**config.mk**
```make
export PLATFORM = sky130hd
export DESIGN_NAME = stereo_downmix_rms_meter_unit_flat
export DESIGN_NICKNAME = d
export VERILOG_FILES = /design/src/rtl/sdrm_pkg.sv /design/src/rtl/sdrm_if.sv /design/src/rtl/stereo_downmix_rms_meter_unit.sv /design/src/flat_wrapper.sv
export SDC_FILE = /design/constraint.sdc
export NUM_CORES = 1
export LEC_CHECK = 0
export ABC_CLOCK_PERIOD_IN_PS = 10800
export BUFFER_PORTS_ARGS = -buffer_cell sky130_fd_sc_hd__clkbuf_2
export CORE_MARGIN = 2
export CORE_UTILIZATION = 35
export DETAILED_ROUTE_END_ITERATION = 8
export HOLD_SLACK_MARGIN = 0.02
export PLACE_DENSITY = 0.55
export SETUP_SLACK_MARGIN = 0.02
export SLEW_MARGIN = 20
export SYNTH_ARGS = -nofsm -noshare
export SYNTH_HDL_FRONTEND = slang
export SYNTH_SLANG_ARGS = --single-unit
```
**constraint.sdc**
```tcl
create_clock -name i_clk -period 10.8 [get_ports i_clk]
set_input_delay 2.16 -clock i_clk [delete_from_list [all_inputs] [get_ports i_clk]]
set_output_delay 2.16 -clock i_clk [all_outputs]
set_load 0.005 [all_outputs]
```
**src/rtl/sdrm_pkg.sv**
```systemverilog
package sdrm_pkg;

    localparam int SAMPLE_BITS = 16;
    localparam int COUNT_BITS  = 16;
    localparam int LIMIT_BITS  = 16;
    localparam int CLASS_BITS  = 2;

    localparam int PROD_BITS   = 2 * SAMPLE_BITS - 1;
    localparam int ENERGY_BITS = 2 * SAMPLE_BITS - 2 + COUNT_BITS;
    localparam int MEAN_BITS   = PROD_BITS;
    localparam int RAD_BITS    = 2 * SAMPLE_BITS;
    localparam int ALU_BITS    = (COUNT_BITS + 1 > SAMPLE_BITS + 2) ?
                                 COUNT_BITS + 1 : SAMPLE_BITS + 2;
    localparam int ITER_BITS   = $clog2(MEAN_BITS);

    localparam int APB_DATA_BITS = 32;
    localparam int APB_ADDR_BITS = 4;
    localparam int REG_SEL_BITS  = 2;

    localparam logic [REG_SEL_BITS-1:0] REG_WINDOW = 2'd0;
    localparam logic [REG_SEL_BITS-1:0] REG_QUIET  = 2'd1;
    localparam logic [REG_SEL_BITS-1:0] REG_LOUD   = 2'd2;

    localparam logic [COUNT_BITS-1:0] WINDOW_RESET = COUNT_BITS'(16000);
    localparam logic [LIMIT_BITS-1:0] QUIET_RESET  = LIMIT_BITS'(50);
    localparam logic [LIMIT_BITS-1:0] LOUD_RESET   = LIMIT_BITS'(500);

    typedef enum logic [CLASS_BITS-1:0] {
        CLS_SILENT  = 2'd0,
        CLS_QUIET   = 2'd1,
        CLS_AMBIENT = 2'd2,
        CLS_LOUD    = 2'd3
    } t_class;

    typedef enum logic [2:0] {
        S_IDLE,
        S_MUL,
        S_ACC,
        S_CHECK,
        S_DIV,
        S_SQRT,
        S_CLASS,
        S_DONE
    } t_state;

endpackage

```
**src/rtl/sdrm_if.sv**
```systemverilog
interface sdrm_in_if;
    import sdrm_pkg::*;

    logic                          valid;
    logic                          ready;
    logic signed [SAMPLE_BITS-1:0] left_sample;
    logic signed [SAMPLE_BITS-1:0] right_sample;

    modport source (output valid, output left_sample, output right_sample, input ready);
    modport sink   (input valid, input left_sample, input right_sample, output ready);
endinterface

interface sdrm_out_if;
    import sdrm_pkg::*;

    logic                          valid;
    logic                          ready;
    logic signed [SAMPLE_BITS-1:0] mono_sample;
    logic                          rms_valid;
    logic        [SAMPLE_BITS-1:0] rms_value;
    logic        [CLASS_BITS-1:0]  loudness_class;

    modport source (output valid, output mono_sample, output rms_valid,
                    output rms_value, output loudness_class, input ready);
    modport sink   (input valid, input mono_sample, input rms_valid,
                    input rms_value, input loudness_class, output ready);
endinterface

```
**src/rtl/stereo_downmix_rms_meter_unit.sv**
```systemverilog
// A frame that does not close a window passes S_MUL, S_ACC, S_CHECK and S_DONE;
// one that closes a window also runs a 31-step restoring divide and a 16-step square
// root (both on one shared subtractor) and S_CLASS before S_DONE.
// No new frame is taken until the last one has left S_DONE, which waits on output ready.
// Reset: synchronous active-low; clears accumulators, output valid, sequencer,
// and loads register defaults (window 16000, quiet 50, loud 500).
module stereo_downmix_rms_meter_unit (
    input  logic                                 i_clk,
    input  logic                                 i_rst_n,
    sdrm_in_if.sink                              i_frame,
    sdrm_out_if.source                           o_result,
    input  logic                                 psel,
    input  logic                                 penable,
    input  logic                                 pwrite,
    input  logic [sdrm_pkg::APB_ADDR_BITS-1:0]   paddr,
    input  logic [sdrm_pkg::APB_DATA_BITS-1:0]   pwdata,
    output logic [sdrm_pkg::APB_DATA_BITS-1:0]   prdata,
    output logic                                 pready
);
    import sdrm_pkg::*;

    t_state                        r_state, n_state;
    logic [COUNT_BITS-1:0]         r_window;
    logic [LIMIT_BITS-1:0]         r_quiet, r_loud;

    logic signed [SAMPLE_BITS-1:0] r_mono, n_mono;
    logic [SAMPLE_BITS-1:0]        r_mag, n_mag;
    logic [PROD_BITS-1:0]          r_prod, n_prod;
    logic [ENERGY_BITS-1:0]        r_energy, n_energy;
    logic [COUNT_BITS-1:0]         r_count, n_count;
    logic [ALU_BITS-1:0]           r_rem, n_rem;
    logic [RAD_BITS-1:0]           r_work, n_work;
    logic [SAMPLE_BITS-1:0]        r_root, n_root;
    logic [ITER_BITS-1:0]          r_iter, n_iter;
    logic                          r_close, n_close;
    t_class                        r_class, n_class;

    logic                          r_out_valid, n_out_valid;
    logic signed [SAMPLE_BITS-1:0] r_out_mono, n_out_mono;
    logic                          r_out_rms_valid, n_out_rms_valid;
    logic [SAMPLE_BITS-1:0]        r_out_rms, n_out_rms;
    t_class                        r_out_class, n_out_class;

    logic [ALU_BITS-1:0]           alu_a, alu_b, alu_diff;
    logic                          alu_borrow;
    logic                          alu_ge;
    logic [SAMPLE_BITS:0]          pair_sum;
    logic signed [SAMPLE_BITS-1:0] mono;
    logic                          cfg_wr;
    logic [REG_SEL_BITS-1:0]       reg_sel;

    // config port
    assign pready  = 1'b1;
    assign reg_sel = paddr[REG_SEL_BITS+1:2];
    assign cfg_wr  = psel & penable & pwrite & pready;

    always_comb begin
        case (reg_sel)
            REG_WINDOW: prdata = APB_DATA_BITS'(r_window);
            REG_QUIET:  prdata = APB_DATA_BITS'(r_quiet);
            REG_LOUD:   prdata = APB_DATA_BITS'(r_loud);
            default:    prdata = '0;
        endcase
    end

    // downmix
    assign pair_sum = {i_frame.left_sample[SAMPLE_BITS-1], i_frame.left_sample}
                    + {i_frame.right_sample[SAMPLE_BITS-1], i_frame.right_sample};
    assign mono     = pair_sum[SAMPLE_BITS:1];

    // shared subtractor: divide and square root steps
    always_comb begin
        case (r_state)
            S_DIV: begin
                alu_a = {r_rem[ALU_BITS-2:0], r_work[MEAN_BITS-1]};
                alu_b = ALU_BITS'(r_count);
            end
            S_SQRT: begin
                alu_a = {r_rem[ALU_BITS-3:0], r_work[RAD_BITS-1:RAD_BITS-2]};
                alu_b = ALU_BITS'({r_root, 2'b01});
            end
            default: begin
                alu_a = '0;
                alu_b = '0;
            end
        endcase
    end

    assign {alu_borrow, alu_diff} = {1'b0, alu_a} - {1'b0, alu_b};
    assign alu_ge = ~alu_borrow;

    assign i_frame.ready           = (r_state == S_IDLE);
    assign o_result.valid          = r_out_valid;
    assign o_result.mono_sample    = r_out_mono;
    assign o_result.rms_valid      = r_out_rms_valid;
    assign o_result.rms_value      = r_out_rms;
    assign o_result.loudness_class = r_out_class;

    always_comb begin
        n_state         = r_state;
        n_mono          = r_mono;
        n_mag           = r_mag;
        n_prod          = r_prod;
        n_energy        = r_energy;
        n_count         = r_count;
        n_rem           = r_rem;
        n_work          = r_work;
        n_root          = r_root;
        n_iter          = r_iter;
        n_close         = r_close;
        n_class         = r_class;
        n_out_valid     = r_out_valid & ~o_result.ready;
        n_out_mono      = r_out_mono;
        n_out_rms_valid = r_out_rms_valid;
        n_out_rms       = r_out_rms;
        n_out_class     = r_out_class;

        case (r_state)
            S_IDLE: begin
                if (i_frame.valid) begin
                    n_mono  = mono;
                    n_mag   = mono[SAMPLE_BITS-1] ? SAMPLE_BITS'(~mono + 1'b1) : mono;
                    n_state = S_MUL;
                end
            end
            S_MUL: begin
                n_prod  = PROD_BITS'(r_mag) * PROD_BITS'(r_mag);
                n_state = S_ACC;
            end
            S_ACC: begin
                n_energy = r_energy + ENERGY_BITS'(r_prod);
                n_count  = r_count + 1'b1;
                n_state  = S_CHECK;
            end
            S_CHECK: begin
                if (r_count >= r_window) begin
                    n_close = 1'b1;
                    if (r_count == '0) begin
                        n_root  = '0;
                        n_state = S_CLASS;
                    end else begin
                        n_rem   = ALU_BITS'(r_energy[ENERGY_BITS-1:MEAN_BITS]);
                        n_work  = RAD_BITS'(r_energy[MEAN_BITS-1:0]);
                        n_iter  = ITER_BITS'(MEAN_BITS - 1);
                        n_state = S_DIV;
                    end
                end else begin
                    n_close = 1'b0;
                    n_root  = '0;
                    n_class = CLS_SILENT;
                    n_state = S_DONE;
                end
            end
            S_DIV: begin
                n_rem  = alu_ge ? alu_diff : alu_a;
                n_work = RAD_BITS'({r_work[MEAN_BITS-2:0], alu_ge});
                n_iter = r_iter - 1'b1;
                if (r_iter == '0) begin
                    n_rem   = '0;
                    n_root  = '0;
                    n_iter  = ITER_BITS'(SAMPLE_BITS - 1);
                    n_state = S_SQRT;
                end
            end
            S_SQRT: begin
                n_rem  = alu_ge ? alu_diff : alu_a;
                n_work = {r_work[RAD_BITS-3:0], 2'b00};
                n_root = {r_root[SAMPLE_BITS-2:0], alu_ge};
                n_iter = r_iter - 1'b1;
                if (r_iter == '0) begin
                    n_state = S_CLASS;
                end
            end
            S_CLASS: begin
                if (r_root == '0) begin
                    n_class = CLS_SILENT;
                end else if (r_root < r_quiet) begin
                    n_class = CLS_QUIET;
                end else if (r_root < r_loud) begin
                    n_class = CLS_AMBIENT;
                end else begin
                    n_class = CLS_LOUD;
                end
                n_energy = '0;
                n_count  = '0;
                n_state  = S_DONE;
            end
            S_DONE: begin
                if (~r_out_valid | o_result.ready) begin
                    n_out_valid     = 1'b1;
                    n_out_mono      = r_mono;
                    n_out_rms_valid = r_close;
                    n_out_rms       = r_root;
                    n_out_class     = r_class;
                    n_state         = S_IDLE;
                end
            end
            default: begin
                n_state = S_IDLE;
            end
        endcase
    end

    always_ff @(posedge i_clk) begin
        if (!i_rst_n) begin
            r_state     <= S_IDLE;
            r_energy    <= '0;
            r_count     <= '0;
            r_out_valid <= 1'b0;
            r_window    <= WINDOW_RESET;
            r_quiet     <= QUIET_RESET;
            r_loud      <= LOUD_RESET;
        end else begin
            r_state     <= n_state;
            r_energy    <= n_energy;
            r_count     <= n_count;
            r_out_valid <= n_out_valid;
            if (cfg_wr) begin
                case (reg_sel)
                    REG_WINDOW: r_window <= pwdata[COUNT_BITS-1:0];
                    REG_QUIET:  r_quiet  <= pwdata[LIMIT_BITS-1:0];
                    REG_LOUD:   r_loud   <= pwdata[LIMIT_BITS-1:0];
                    default:    ;
                endcase
            end
        end
    end

    always_ff @(posedge i_clk) begin
        r_mono          <= n_mono;
        r_mag           <= n_mag;
        r_prod          <= n_prod;
        r_rem           <= n_rem;
        r_work          <= n_work;
        r_root          <= n_root;
        r_iter          <= n_iter;
        r_close         <= n_close;
        r_class         <= n_class;
        r_out_mono      <= n_out_mono;
        r_out_rms_valid <= n_out_rms_valid;
        r_out_rms       <= n_out_rms;
        r_out_class     <= n_out_class;
    end

endmodule
```
**src/flat_wrapper.sv**
```systemverilog
// flat-port wrapper written by rule: the top's interface ports become plain ports
module stereo_downmix_rms_meter_unit_flat import sdrm_pkg::*;
  (i_clk, i_rst_n, psel, penable, pwrite, paddr, pwdata, prdata, pready, i_frame_valid, i_frame_left_sample, i_frame_right_sample, i_frame_ready, o_result_valid, o_result_mono_sample, o_result_rms_valid, o_result_rms_value, o_result_loudness_class, o_result_ready);
  sdrm_in_if i_frame_i ();
  sdrm_out_if o_result_i ();
  input  logic i_clk;
  input  logic i_rst_n;
  input  logic psel;
  input  logic penable;
  input  logic pwrite;
  input  logic [sdrm_pkg::APB_ADDR_BITS-1:0] paddr;
  input  logic [sdrm_pkg::APB_DATA_BITS-1:0] pwdata;
  output logic [sdrm_pkg::APB_DATA_BITS-1:0] prdata;
  output logic pready;
  input wire logic [$bits(i_frame_i.valid)-1:0] i_frame_valid;
  input wire logic [$bits(i_frame_i.left_sample)-1:0] i_frame_left_sample;
  input wire logic [$bits(i_frame_i.right_sample)-1:0] i_frame_right_sample;
  output wire logic [$bits(i_frame_i.ready)-1:0] i_frame_ready;
  output wire logic [$bits(o_result_i.valid)-1:0] o_result_valid;
  output wire logic [$bits(o_result_i.mono_sample)-1:0] o_result_mono_sample;
  output wire logic [$bits(o_result_i.rms_valid)-1:0] o_result_rms_valid;
  output wire logic [$bits(o_result_i.rms_value)-1:0] o_result_rms_value;
  output wire logic [$bits(o_result_i.loudness_class)-1:0] o_result_loudness_class;
  input wire logic [$bits(o_result_i.ready)-1:0] o_result_ready;
  assign i_frame_i.valid = i_frame_valid;
  assign i_frame_i.left_sample = i_frame_left_sample;
  assign i_frame_i.right_sample = i_frame_right_sample;
  assign i_frame_ready = i_frame_i.ready;
  assign o_result_valid = o_result_i.valid;
  assign o_result_mono_sample = o_result_i.mono_sample;
  assign o_result_rms_valid = o_result_i.rms_valid;
  assign o_result_rms_value = o_result_i.rms_value;
  assign o_result_loudness_class = o_result_i.loudness_class;
  assign o_result_i.ready = o_result_ready;
  stereo_downmix_rms_meter_unit u_core (.i_clk(i_clk), .i_rst_n(i_rst_n), .i_frame(i_frame_i), .o_result(o_result_i), .psel(psel), .penable(penable), .pwrite(pwrite), .paddr(paddr), .pwdata(pwdata), .prdata(prdata), .pready(pready));
endmodule
```
==> flow_metrics.tcl, run 1 <==
set metrics [dict create \
    route.detailed.drc 0 \
    routedWlPerCell_um 16.2 \
    cp_common_cell "inv_1" \
    cpLargestDelayFamily "adder cells" \
    cts.sinks 283 \
    avgViaCountPerCell 5.05 \
    hold_depth 0 \
    dr.max_layer_used "met4" \
    synth_top_area_frac 0.219 \
    ys_ff_latch 283 \
    critPathRequiredTime_ns 11.08 \
    first_global_vias 18059 \
    track_usage 0.164 \
    portBuffers 109 \
    slew_headroom 0.341 \
    cts_buffer_depth 3 \
    max_freq_ghz 0.139 \
    cts_hold_buf 0 \
    cap_violations 0 \
    drt-pass1-iter-count 5 \
    cp_cell_sequence "inv_1, nor2_1, inv_1, fa_1, fa_1, inv_1, ha_1, inv_1, fa_1, inv_1, fa_1, inv_1, fa_1, inv_1, ha_1, a2111oi_0, o21ai_0, a31oi_1, o31ai_1, o41ai_1, o21bai_1, a21oi_1, o21ai_0, xor2_1" \
    synth-xor-area-share 0.0441 \
    ff2ff_setup_slack_ns 3.60 \
    wl_met2_um 27500 \
    crit_buf_inv 7 \
    start_util 0.353 \
    cts-root-buf "clkbuf_16" \
    critPathSlowestCell "edfxtp_1" \
    die_w_um 261 \
    async_flop_share 0 \
    r2r_start "u_core.r_mag[6]" \
    synth_area_leaders "edfxtp_1 22%, fa_1 14%, ha_1 11%, dfxtp_1 9.8%, inv_1 5.1%" \
    finalCriticalPeriod_ns 7.20 \
    cts_resized 0 \
    syn_to_final_growth_pct 10.8 \
    rows 94 \
    gp_congestion 0.845 \
    diodes 0 \
    yosysWarningCount 0 \
    synthAdderAreaFrac 0.257 \
    fin_nets 2978 \
    synth_compound_area_frac 0.128 \
    wl_met1_um 23700 \
    cts_setup_buffers 0 \
    cts_buffers 35 \
    cts_tree "yes" \
    final_antenna_net_count 0 \
    synth_ff_type "edfxtp_1" \
    place_ws_ns 3.60 \
    criticalPathCategory "flip-flop to flip-flop" \
    netlist_instances 2456 \
    synth_top_area_cell "edfxtp_1" \
    grt_pass1_wl_um 91000 \
    ys_types 84 \
    antenna_found_initial 0 \
    hold_ws_ns 0.418 \
    met3_length_um 1900 \
    ys_top_cells_by_count "317 x inv_1, 302 x nand2_1, 212 x ha_1, 169 x edfxtp_1, 165 x fa_1" \
    fin_ws_ns 3.60 \
    ys_seq_area_frac 0.317 \
    cts.reportedPaths.clkPinSlew_ns 0.06 \
    rr_endpoint "u_core.r_prod[29]" \
    max_stage_delay_ns 0.74 \
    yosysMostFrequentCell "inv_1" \
    hold_violations 0 \
    worstHoldStart "u_core.r_mono[10]" \
    grt_max_degree 67 \
    fin_setup_tns_ns 0 \
    rsz0062_at_grt "false" \
    crit_path_end_kind "flip-flop" \
    synthMuxAreaShare 0.0411 \
    arrival_ns 7.48 \
    synth-simple-area-share 0.140 \
    reg2reg_depth 24 \
    synth_top_family_by_area "adder cells" \
    skew_ns 0.0376 \
    drive_gt1_frac 0.0906 \
    core_um2 65600 \
    hpwl_um 42100 \
    worst_pin_slew_ns 0.986 \
    status "complete, no violations" \
    min_path_type "flip-flop to flip-flop" \
    finalCritPeriodShare 0.667 \
    drtIter0Drc 801 \
    cp-start-kind "flip-flop" \
    worstPathMaxFanout 15 \
    dieArea_um2 68300 \
    die_h_um 261 \
    final_max_slew_viol_count 0 \
    drt-total-wl_um 55100 \
    vias 17226 \
    finalSetupViolCount 0 \
    min_to "u_core.o_result.mono_sample[10]" \
    grt_overflow 0 \
    synth_area_per_cell_um2 9.44 \
    synth_edf_count 169 \
    htreeDepth 2 \
    top_level_ports 145 \
    clk_latency_ns 0.57 \
    synth.cell_area_um2 23200 \
]
-- layout by cell type, fill, tap and decap left out, types with 21 or more instances in the layout --
cell / n
a21o_1: 48
a21oi_1: 139
and2_1: 53
and3_1: 30
clkbuf_16: 35
clkbuf_2: 109
dfxtp_1: 113
edfxtp_1: 169
fa_1: 165
ha_1: 212
inv_1: 317
mux2i_1: 75
nand2_1: 302
nand3_1: 32
nor2_1: 121
nor3_1: 23
o211ai_1: 21
o21ai_0: 129
xnor2_1: 71
xor2_1: 44
-- per-stage QoR --
step	utilization	cell area, µm²	instances
after CTS	0.391	25700	3412
after detailed placement	0.374	24500	3352
after global placement	0.374	24500	3352
after global routing	0.391	25700	3413
final	0.391	25700	3413
after floorplan	-	23200	2471
-- area by class of cell --
cell class | count | area, µm²
clock buffer | 48 | 965
clock inverter | 12 | 158
fill | 6544 | 39900
inverter | 319 | 1200
multi-input combinational | 1763 | 14300
sequential | 283 | 7360
tap | 864 | 1080
timing repair buffer | 124 | 671
-- metal layers --
metal  vias up  GRT usage
li1       8474          -
met1      8336      0.191
met2       306      0.301
met3       110     0.0246
met4         0     0.0646
met5         -          0
-- worst register-to-register path, cell delays in order, from the launching register on --
cell       delay [ns]
edfxtp_1         0.74
inv_1            0.27
nor2_1           0.25
inv_1            0.09
fa_1             0.47
fa_1             0.39
inv_1            0.07
ha_1             0.13
inv_1            0.05
fa_1             0.49
inv_1            0.05
fa_1             0.47
inv_1            0.05
fa_1             0.53
inv_1            0.04
ha_1             0.37
a2111oi_0        0.42
o21ai_0          0.23
a31oi_1          0.37
o31ai_1          0.19
o41ai_1          0.58
o21bai_1         0.12
a21oi_1          0.25
o21ai_0          0.15
xor2_1           0.15
-- sequential cells by signal, indices dropped and copies added, names as in the netlist --
signal,cells
u_core.r_work,32
u_core.r_window,16
u_core.r_iter,5
u_core.r_mag,16
u_core.r_energy,46
u_core.r_close,1
u_core.o_result.valid,1
u_core.o_result.loudness_class,2
u_core.o_result.rms_value,16
u_core.o_result.rms_valid,1
u_core.r_class,2
u_core.r_count,16
u_core.r_state,3
u_core.r_prod,30
u_core.r_mono,15
u_core.r_root,16
u_core.r_quiet,16
u_core.r_rem,17
u_core.r_loud,16
u_core.o_result.mono_sample,16
-- how the worst max path moves through the flow --
| stage | startpoint | to | slack (ns) | cells past startpoint |
|---|---|---|---|---|
| finish | u_core.r_mag[6] | u_core.r_prod[29] | 3.60 | 24 |
| global placement | u_core.r_mag[1] | u_core.r_prod[28] | 3.61 | 23 |
| floorplan | u_core.r_mag[4] | u_core.r_prod[29] | 4.37 | 22 |
| CTS | u_core.r_mag[6] | u_core.r_prod[29] | 3.56 | 24 |
| detailed placement | u_core.r_mag[6] | u_core.r_prod[29] | 3.60 | 24 |
| global route | u_core.r_mag[6] | u_core.r_prod[29] | 2.89 | 24 |
-- kinds of logic after synthesis --
kind of cell | after synthesis
and+or+nand+nor | 689
AOI/OAI and AO/OA | 471
buffers and inverters | 425
adders and majority gates | 377
DFF | 283
xor gates and xnor gates | 116
muxes | 93
other | 2
Power of run 1 is left out: the tool's default activity adds up to more than one toggle a clock period on the data nets, which glitch-free logic cannot reach.
==> run 2: changes to the inputs <==
- ABC_AREA: not set -> 1
- ABC_CLOCK_PERIOD_IN_PS: 10800 -> 6000
- PLACE_DENSITY: 0.55 -> 0.57
- clock period: 10.8 -> 6 ns (I/O delays scaled with it)
==> flow_metrics.tcl, run 2 <==
set metrics [dict create \
    portBuffers 109 \
    grt_overflow 0 \
    criticalPathCategory "flip-flop to flip-flop" \
    status "complete, no violations" \
    rows 96 \
    ys_types 51 \
    crit_path_end_kind "flip-flop" \
    synth_top_area_frac 0.209 \
    routedWlPerCell_um 14.7 \
    synth_edf_count 169 \
    synth_ff_type "edfxtp_1" \
    arrival_ns 6.09 \
    finalSetupViolCount 0 \
    worstPathMaxFanout 10 \
    ys_top_cells_by_count "633 x nand2_1, 623 x inv_1, 220 x a21oi_1, 212 x ha_1, 195 x nor2_1" \
    max_freq_ghz 0.173 \
    reg.largest.list "u_core.r_energy (46), u_core.r_work (32), u_core.r_prod (30)" \
    hpwl_um 48000 \
    track_usage 0.171 \
    drive_gt1_frac 0.0870 \
    start_util 0.354 \
    instances_no_fill 4117 \
    skew_ns 0.0426 \
    finalCritPeriodShare 0.965 \
    avgViaCountPerCell 4.80 \
    min_path_type "flip-flop to flip-flop" \
    cts.reportedPaths.clkPinSlew_ns 0.07 \
    top_level_ports 145 \
    critPathRequiredTime_ns 6.30 \
    htreeDepth 2 \
    synth_area_leaders "edfxtp_1 21%, fa_1 14%, ha_1 11%, nand2_1 9.8%, inv_1 9.6%" \
    gp_congestion 0.908 \
    synth.cell_area_um2 24300 \
    max_stage_delay_ns 0.56 \
    finalCriticalPeriod_ns 5.79 \
    cts_buffer_depth 3 \
    nFillCells 7194 \
    die_w_um 267 \
    placedCellCount 4045 \
    route.detailed.drc 0 \
    yosysWarningCount 0 \
    final_max_slew_viol_count 0 \
    final_cell_mix "631 x nand2_1, 622 x inv_1, 216 x a21oi_1" \
    grt_pass1_wl_um 98800 \
    cts_tree "yes" \
    synth_top_area_cell "edfxtp_1" \
    cpLargestDelayFamily "adder cells" \
    final-seq-area_um2 7360 \
    largest-register "u_core.r_energy" \
    crit_buf_inv 7 \
    cts-root-buf "clkbuf_16" \
    cp_cell_sequence "buf_4, buf_12, nand2_1, inv_1, fa_1, fa_1, fa_1, fa_1, fa_1, inv_1, fa_1, inv_1, ha_1, nand2_1, inv_1, nand3_1, nor2_1, buf_4, nand4_1, nand3_1, a21oi_1, xnor2_1" \
    rsz0062_at_grt "true" \
    cap_violations 0 \
    stdcell_area_um2 27200 \
    first_global_vias 19517 \
    fin_nets 3610 \
    cp_common_cell "fa_1" \
    drtIter0Drc 1082 \
    netlist_instances 3055 \
    synth_area_per_cell_um2 7.95 \
    cts.sinks 283 \
    final_common_cell "nand2_1" \
    cp-start-kind "flip-flop" \
    ys_seq_area_frac 0.303 \
    worst_pin_slew_ns 1.12 \
    slew_headroom 0.257 \
    antenna_found_initial 3 \
    ys_ff_latch 283 \
    largest_reg_flops 46 \
    multiInputGateArea_um2 14200 \
    core_um2 68700 \
    drt-total-wl_um 60500 \
    grt_max_degree 52 \
    die_h_um 267 \
    final_antenna_net_count 0 \
    yosysMostFrequentCell "nand2_1" \
    syn_to_final_growth_pct 12.0 \
    async_flop_share 0 \
    dpl_cell_area_um2 25900 \
    dieArea_um2 71600 \
    clk_latency_ns 0.58 \
    cts_buffers 35 \
    drt-pass1-iter-count 7 \
    critPathSlowestCell "fa_1" \
    vias 19755 \
    hold_violations 0 \
]
[run 2: area by class of cell]
type | instances | share of cell area
repair buffers | 151 | 0.0330
well taps | 931 | 0.0428
multi-input cells | 2059 | 0.523
diodes | 1 | 0.0000920
clock buffers | 45 | 0.0343
inverters | 628 | 0.0866
clock inverters | 19 | 0.00979
flip-flops and latches | 283 | 0.270
[run 2: worst paths after layout]
kind / start / to / slack [ns] / cells past startpoint
hold reg to reg: u_core.r_mono[5] / u_core.o_result.mono_sample[5] / 0.41 / 0
setup reg to reg: u_core.r_mag[8] / u_core.r_prod[25] / 0.21 / 22
hold / removal: u_core.r_mono[5] / u_core.o_result.mono_sample[5] / 0.41 / 0
setup / recovery: u_core.r_mag[8] / u_core.r_prod[25] / 0.21 / 22
[run 2: cell families after synthesis]
kind of cell | count (synthesis) | share of synthesized area
other | 2 | 0.000309
and+or+nand+nor | 1080 | 0.187
AOI/OAI and AO/OA | 523 | 0.126
xor gates and xnor gates | 61 | 0.0220
adders and majority gates | 377 | 0.245
buffers and inverters | 728 | 0.116
muxes | 1 | 0.000463
DFF | 283 | 0.303
[run 2: worst reg2reg max path, cell delays in order (launching register included)]
cell and delay, ns:
edfxtp_1 0.46, buf_4 0.21, buf_12 0.14, nand2_1 0.10
inv_1 0.06, fa_1 0.46, fa_1 0.56, fa_1 0.44
fa_1 0.51, fa_1 0.54, inv_1 0.06, fa_1 0.53
inv_1 0.04, ha_1 0.36, nand2_1 0.12, inv_1 0.07
nand3_1 0.08, nor2_1 0.11, buf_4 0.14, nand4_1 0.15
nand3_1 0.17, a21oi_1 0.09, xnor2_1 0.13
[run 2: repair_timing]
action                                 in CTS  in global routing
setup buffers                               0                  7
resized for setup                           0                 13
setup endpoints to repair                   0                 13
endpoints found under the hold margin       0                  0
hold buffers                                0                  0
[run 2: metal layers]
| metal | global-route usage | part of all wire | wire length (µm) | up-vias |
|---|---|---|---|---|
| met2 | 0.291 | 0.47 | 28200 | 362 |
| met3 | 0.0213 | 0.043 | 2600 | 87 |
| met4 | 0.0468 | 0.024 | 1430 | 4 |
| met1 | 0.229 | 0.47 | 28300 | 9242 |
| met5 | 0 | 0.00045 | 27 | - |
| li1 | - | - | - | 10060 |
[run 2: per-stage QoR]
step	TNS [ns]	utilization	hold slack [ns]	worst slack [ns]
3_5_place_dp	0	0.377	0.405	0.153
4_1_cts	0	0.395	0.410	0.161
6_report	0	0.396	0.411	0.211
2_1_floorplan	0	-	0.400	0.307
3_3_place_gp	0	0.377	0.402	0.190
5_1_grt	-0.0169	0.396	0.411	-0.0139
Power of run 2 is left out for the same reason.
==> run 3: changes to the inputs <==
- ABC_AREA: 1 -> not set
==> flow_metrics.tcl, run 3 (synthesized netlist as in run 1, its figures left out) <==
set metrics [dict create \
    status "complete, no violations" \
    die_h_um 261 \
    largest-register "u_core.r_energy" \
    drt-total-wl_um 55800 \
    vias 17756 \
    grt_overflow 0 \
    min_path_type "flip-flop to flip-flop" \
    gp_congestion 0.869 \
    route.detailed.drc 0 \
    first_global_vias 18579 \
    top_level_ports 145 \
    fin_ws_ns 0.00902 \
    syn_to_final_growth_pct 17.8 \
    max_freq_ghz 0.167 \
    final_max_slew_viol_count 0 \
    hold_depth 0 \
    cts_tree "yes" \
    cp-start-kind "flip-flop" \
    worst_pin_slew_ns 1.05 \
    avgViaCountPerCell 4.99 \
    die_w_um 261 \
    multiInputGateArea_um2 14700 \
    cts-root-buf "clkbuf_16" \
    core_um2 65600 \
    slew_headroom 0.297 \
    final_antenna_net_count 0 \
    cts.sinks 283 \
    antenna_found_initial 0 \
    portBuffers 109 \
    track_usage 0.165 \
    grt_pass1_wl_um 91900 \
    largest_reg_flops 46 \
    critPathRequiredTime_ns 6.29 \
    drtIter0Drc 919 \
    routedWlPerCell_um 15.7 \
    place_ws_ns -0.432 \
    cts_buffer_depth 3 \
    arrival_ns 6.28 \
    final_common_cell "inv_1" \
    final_cell_mix "298 x inv_1, 289 x nand2_1, 200 x ha_1" \
    diodes 0 \
    fin_nets 3121 \
    cap_violations 0 \
    finalCritPeriodShare 0.998 \
    final-seq-area_um2 7360 \
    hpwl_um 43600 \
    cts.reportedPaths.clkPinSlew_ns 0.06 \
    skew_ns 0.0307 \
    reg.largest.list "u_core.r_energy (46), u_core.r_work (32), u_core.r_prod (30)" \
    grt_max_degree 64 \
    drt-pass1-iter-count 5 \
    nFillCells 6338 \
    finalCriticalPeriod_ns 5.99 \
    finalSetupViolCount 0 \
    cts_buffers 36 \
    dieArea_um2 68300 \
    rsz0062_at_grt "true" \
    criticalPathCategory "flip-flop to flip-flop" \
    htreeDepth 2 \
    post-route-util 0.416 \
    reg2reg_depth 25 \
    rows 94 \
    worstPathMaxFanout 4 \
    start_util 0.353 \
    drive_gt1_frac 0.172 \
    crit_path_end_kind "flip-flop" \
    clk_latency_ns 0.57 \
    hold_violations 0 \
]
## run 3: cell types whose count changed in the layout (fill, tap and decap cells not counted), moves of 75 or more
cell and delta:
nand3_1 -92, a21oi_1 -86, buf_4 +100, inv_1 -324, nor2_1 -75, nand2_1 -342
mux2i_1 +75
## run 3: area by class of cell
class                   count  area share
multi-input cells        1763       0.538
flip-flops and latches    283       0.269
repair buffers            266      0.0663
inverters                 319      0.0439
well taps                 864      0.0396
clock buffers              51      0.0381
clock inverters            15     0.00499
## run 3: per-layer routing
metal | share of wire | wire, µm | global-route usage
met3 | 0.031 | 1750 | 0.0185
met4 | 0.037 | 2040 | 0.0633
met5 | 0 | 0 | 0
met1 | 0.43 | 23900 | 0.195
met2 | 0.50 | 28100 | 0.305
## run 3: timing repair
item	CTS	global route
gates resized for setup	54	58
hold buffers	0	0
pin swaps	42	24
endpoints found under the setup margin	9	8
setup buffers	14	16
## run 3: final timing paths
| kind | end | startpoint | slack, ns |
|---|---|---|---|
| worst max-delay path | u_core.r_prod[28] | u_core.r_mag[9] | 0.009 |
| worst min-delay path | u_core.o_result.mono_sample[1] | u_core.r_mono[1] | 0.42 |
| worst max register to register | u_core.r_prod[28] | u_core.r_mag[9] | 0.009 |
| worst min register to register | u_core.o_result.mono_sample[1] | u_core.r_mono[1] | 0.42 |
## run 3: per-stage QoR
stage | hold slack (ns) | area [µm²] | instances | TNS, ns
after floorplan | 0.400 | 23400 | 2471 | 0
after global placement | 0.403 | 25500 | 3465 | -1.83
after detailed placement | 0.407 | 25500 | 3465 | -2.48
after CTS | 0.414 | 27000 | 3544 | 0
after global routing | 0.424 | 27300 | 3561 | -1.35
final | 0.418 | 27300 | 3561 | 0
## run 3: critical path, cell delays in order (launching register included)
cell and delay (ns):
edfxtp_1 0.44, buf_4 0.14, buf_4 0.09, buf_4 0.09, nand2_2 0.05, fa_1 0.54, inv_1 0.06, ha_1 0.19
a21o_1 0.16, fa_1 0.49, inv_2 0.04, fa_1 0.48, inv_2 0.04, fa_1 0.52, inv_1 0.05, fa_1 0.51
inv_2 0.04, ha_4 0.21, a21o_1 0.16, a21oi_2 0.17, o21ai_2 0.11, o311ai_4 0.34, a31oi_4 0.15, o21ai_4 0.20
a31oi_4 0.15, a211o_1 0.32
Power of run 3 is left out for the same reason.
